`config.mk`:
```
export PLATFORM = sky130hd
export DESIGN_NAME = ssd_sqrt
export DESIGN_NICKNAME = d
export VERILOG_FILES = /design/src/rtl/ssd_pkg.sv /design/src/rtl/ssd_sqrt.sv
export SDC_FILE = /design/constraint.sdc
export NUM_CORES = 2
export LEC_CHECK = 0
export BUFFER_PORTS_ARGS = -buffer_cell sky130_fd_sc_hd__buf_4
export CORE_ASPECT_RATIO = 0.8
export CORE_MARGIN = 4
export CORE_UTILIZATION = 57
export CTS_CLUSTER_DIAMETER = 30
export CTS_CLUSTER_SIZE = 25
export DETAILED_ROUTE_END_ITERATION = 10
export PLACE_DENSITY = 0.76
export REMOVE_ABC_BUFFERS = 1
export SLEW_MARGIN = 40
export SYNTH_ARGS = -nofsm -noshare
export SYNTH_HDL_FRONTEND = slang
export SYNTH_SLANG_ARGS = --single-unit
```
`constraint.sdc`:
```
create_clock -name i_clk -period 3.2 [get_ports i_clk]
set_input_delay 0.16 -clock i_clk [delete_from_list [all_inputs] [get_ports i_clk]]
set_output_delay 0.16 -clock i_clk [all_outputs]
set_load 0.03 [all_outputs]
```
`src/rtl/ssd_pkg.sv`:
```
// Shared constants and types for the segment-to-segment distance pipeline.
// Used by every module of the block; depends on nothing.
package ssd_pkg;

    localparam int COORD_BITS    = 16;
    localparam int FRACTION_BITS = 8;
    localparam int DIST_BITS     = 25;
    localparam int UNITS         = 4;

    // Derived arithmetic widths.
    localparam int DIFW   = COORD_BITS + 1;
    localparam int PRODW  = 2 * DIFW;
    localparam int SUMW   = PRODW + 1;
    localparam int NW     = 2 * COORD_BITS + 1;
    localparam int HALFW  = (NW + 1) / 2;
    localparam int HIW    = NW - HALFW;
    localparam int LOW2   = 2 * HALFW;
    localparam int HI2    = 2 * HIW;
    localparam int NUMSQW = 2 * NW;
    localparam int NUMW   = NUMSQW + 2 * FRACTION_BITS + 2;
    localparam int QW     = NW + 2 * FRACTION_BITS + 2;
    localparam int SQW    = (QW + 1) / 2;
    localparam int RADW   = 2 * SQW;
    localparam int REMW   = SQW + 2;
    localparam int CORE_LAT = QW + SQW;

    localparam int IN_TDATA_W  = ((8 * COORD_BITS + 7) / 8) * 8;
    localparam int OUT_TDATA_W = ((DIST_BITS + 7) / 8) * 8;

    typedef logic signed [COORD_BITS-1:0] t_coord;
    typedef logic [DIST_BITS-1:0] t_dist;

    localparam t_dist DIST_MAX = '1;

    // One squared distance as a fraction num/den, and whether num is zero.
    typedef struct packed {
        logic [NUMSQW-1:0] num;
        logic [NW-1:0]     den;
        logic              hit;
    } t_unit;

endpackage

```
`src/rtl/ssd_sqrt.sv`:
```
// Pipelined digit-by-digit integer square root, one root bit per stage.
// Gives floor(sqrt(radicand)). Depends on ssd_pkg.
module ssd_sqrt import ssd_pkg::*; (
    input  logic           i_clk,
    input  logic           i_en,
    input  logic [QW-1:0]  i_rad,
    input  logic           i_hit,
    output logic [SQW-1:0] o_root,
    output logic           o_hit
);

    logic [REMW-1:0] r_rem [0:SQW-1];
    logic [RADW-1:0] r_low [0:SQW-1];
    logic [SQW-1:0]  r_root [0:SQW-1];
    logic            r_hit [0:SQW-1];

    for (genvar k = 0; k < SQW; k++) begin : g_step
        logic [REMW-1:0] w_rem_in;
        logic [RADW-1:0] w_low_in;
        logic [SQW-1:0]  w_root_in;
        logic            w_hit_in, w_ge;
        logic [REMW+1:0] w_sh, w_trial, w_diff;

        if (k == 0) begin : g_first
            assign w_rem_in  = '0;
            assign w_low_in  = RADW'(i_rad);
            assign w_root_in = '0;
            assign w_hit_in  = i_hit;
        end else begin : g_next
            assign w_rem_in  = r_rem[k-1];
            assign w_low_in  = r_low[k-1];
            assign w_root_in = r_root[k-1];
            assign w_hit_in  = r_hit[k-1];
        end

        assign w_sh    = {w_rem_in, w_low_in[RADW-1:RADW-2]};
        assign w_trial = (REMW + 2)'({w_root_in, 2'b01});
        assign w_ge    = (w_sh >= w_trial);
        assign w_diff  = w_sh - w_trial;

        always_ff @(posedge i_clk) begin
            if (i_en) begin
                r_rem[k]  <= w_ge ? w_diff[REMW-1:0] : w_sh[REMW-1:0];
                r_low[k]  <= {w_low_in[RADW-3:0], 2'b00};
                r_root[k] <= {w_root_in[SQW-2:0], w_ge};
                r_hit[k]  <= w_hit_in;
            end
        end
    end

    assign o_root = r_root[SQW-1];
    assign o_hit  = r_hit[SQW-1];

endmodule

```
==> results_dict.tcl <==
set metrics [dict create \
    grt_usage_pct 22.7 \
    multi_input_area_mm2 0.0258 \
    cts_tree "built" \
    violations "setup timing" \
    num-nets-final 7138 \
    grt_max_degree 106 \
    clkSinkCount 1682 \
    io_pins 81 \
    mostFrequentLayoutCells "1682 x edfxtp_1, 481 x inv_1, 465 x buf_4" \
    antenna_cells 0 \
    root_buffer "clkbuf_16" \
    rsz0062_at_grt "yes" \
    avgSynthCellArea_um2 13.1 \
    overflow 0 \
    fin_cells 8684 \
    cts.htree.levels 5 \
    critPathArrivalTime_ns 3.93 \
    nFillCells 8700 \
    place.detailed.instances 8039 \
    viasPerCell 5.67 \
    areaGrowthSynthToFinish_pct 23.3 \
    syn-instance-count 5895 \
    post_drt_wl_per_cell_um 18.7 \
    ant_nets 0 \
    start_util_pct 57.6 \
    syn-cell-area_mm2 0.0774 \
    grt_pass1_wl_um 256000 \
    drive_gt1_share_pct 18.5 \
    cap_violations 0 \
    numCtsBuffers 291 \
    die_w_um 420 \
    dieArea_mm2 0.142 \
    clock_path_buffers 4 \
    ir_drop_v 0.000622 \
    fin_crit_ns 3.32 \
    ys_types 82 \
    firstDrtPassIters 7 \
    seq_area_frac_synth_pct 65.3 \
    synthArstFlopShare_pct 0 \
    place_congestion 0.921 \
    die_y_um 338 \
    finalHoldViolCount 0 \
    synth_flop_cell "edfxtp_1" \
    fin_crit_sh_pct 104 \
    crit_required_ns 3.81 \
    synth_enable_flop_cells 1682 \
    hp-class "register to register" \
    ys_warn_count 0 \
    synth-seq-cells 1682 \
    rrSetupSlack_ns -0.12 \
    place_area_mm2 0.0833 \
    tns_ns -1.73 \
    io_buffers 80 \
    endpoint_kind "register" \
    critPathLaunchType "register" \
    drt_wl_total_um 163000 \
    crit_path_max_fanout 5 \
    drv_slew 0 \
    clock_latency_ns 0.91 \
    p_total_mw 71.6 \
    leakage_nw 37.4 \
    status "finished, violations left" \
    fin_ws_ns -0.116 \
    setup_viol_count_final 36 \
    dr_total_vias 49300 \
    core_mm2 0.134 \
    dr.first_iter.drc_count 4103 \
    powerDensity_mw_per_mm2 750 \
    clk_pin_slew_ns 0.06 \
    fp-row-count 120 \
    finClkSkew_ns 0.0707 \
    worst_pin_slew_ns 0.800 \
    ff_latch_area_mm2 0.0505 \
    maxSlewHeadroom_pct 46.2 \
    worst-setup-path-type "register to register" \
    design_area_mm2 0.0954 \
    grt_antenna_before_repair 2 \
    max_freq_mhz 302 \
    drc 0 \
    grt_pass1_vias 48100 \
    dp_hpwl_um 111000 \
    final_common_cell "edfxtp_1" \
]
==> sequential cells by signal, summed over array words and instances, names as in the netlist <==
register / count
r_rem: 655
r_hit: 26
r_low: 650
r_root: 351
==> per-stage QoR <==
step	util, %	setup slack (ns)	hold slack, ns
after floorplan	-	-3.82	0.259
after global placement	62.0	-0.136	0.339
after detailed placement	62.0	-0.189	0.340
after CTS	70.1	-0.137	0.365
after global routing	71.0	-0.197	0.368
final	71.0	-0.116	0.375
==> cell families (layout without fill, tap and decap cells) <==
family	count (synthesis)	count (layout)	share of synthesized area, %
adders and majority gates	376	376	6.08
and+or+nand+nor	1490	1490	9.54
other	1	1	0.00485
AOI/OAI and AO/OA	1164	1164	9.31
buffers and inverters	591	1611	2.88
xor gates and xnor gates	526	526	5.96
DFF	1682	1682	65.3
muxes	65	65	0.936
==> power by group <==
part,internal [mW],switching (mW)
combinational,5.42,6.76
clock,19.6,10.5
sequential,27.6,1.69
==> cell type report <==
cell class / instances / share of cell area, %
flip-flops and latches: 1682 / 52.9
multi-input cells: 3622 / 27.0
clock buffers: 325 / 7.92
repair buffers: 626 / 5.78
well taps: 1769 / 2.32
clock inverters: 175 / 2.12
inverters: 485 / 1.92
==> synth_stat cells, drive strengths merged (65+ instances only) <==
library cell | number | area share (%)
or3 | 65 | 0.54
nor4 | 73 | 0.63
a21o | 120 | 1.2
nand3 | 91 | 0.60
clkbuf | 90 | 0.44
nand2 | 402 | 2.0
xnor2 | 297 | 3.4
o21a | 70 | 0.68
inv | 484 | 2.4
nor2 | 364 | 1.8
o21ai | 313 | 2.0
nor3 | 144 | 0.93
a21oi | 359 | 2.3
ha | 376 | 6.1
xor2 | 229 | 2.6
edfxtp | 1682 | 65
nand2b | 68 | 0.55
==> final timing paths <==
check | startpoint | endpoint | depth (start not counted)
setup / recovery | r_rem[0][74] | r_rem[0][109] | 9
hold / removal | r_low[0][196] | r_low[0][248] | 0
setup reg to reg | r_rem[0][74] | r_rem[0][109] | 9
hold reg to reg | r_low[0][196] | r_low[0][248] | 0
==> timing repair <==
action	4_1_cts	5_1_grt
hold buffers	105	0
hold endpoints to repair	123	0
buffers inserted	9	32
resized for setup	59	213
pin swaps	8	52
setup endpoints to repair	116	350
cloned	1	1
==> routing by layer <==
layer / up-vias / routed length (um) / track usage [%]
li1: 23600 / - / -
met1: 23800 / 72200 / 32.3
met2: 1515 / 76400 / 36.0
met3: 348 / 9980 / 3.65
met4: 0 / 4160 / 7.76
met5: - / 0 / 0
==> critical path, stage by stage, from the launching register on <==
cell       delay (ns)
edfxtp_1         0.39
or4_4            0.55
or3_4            0.36
or4_4            0.54
nand4b_1         0.27
a2111oi_4        0.42
inv_4            0.11
nand4b_4         0.18
nor4_2           0.07
xor2_1           0.15
No activity file was read; power rests on OpenSTA's default activity.
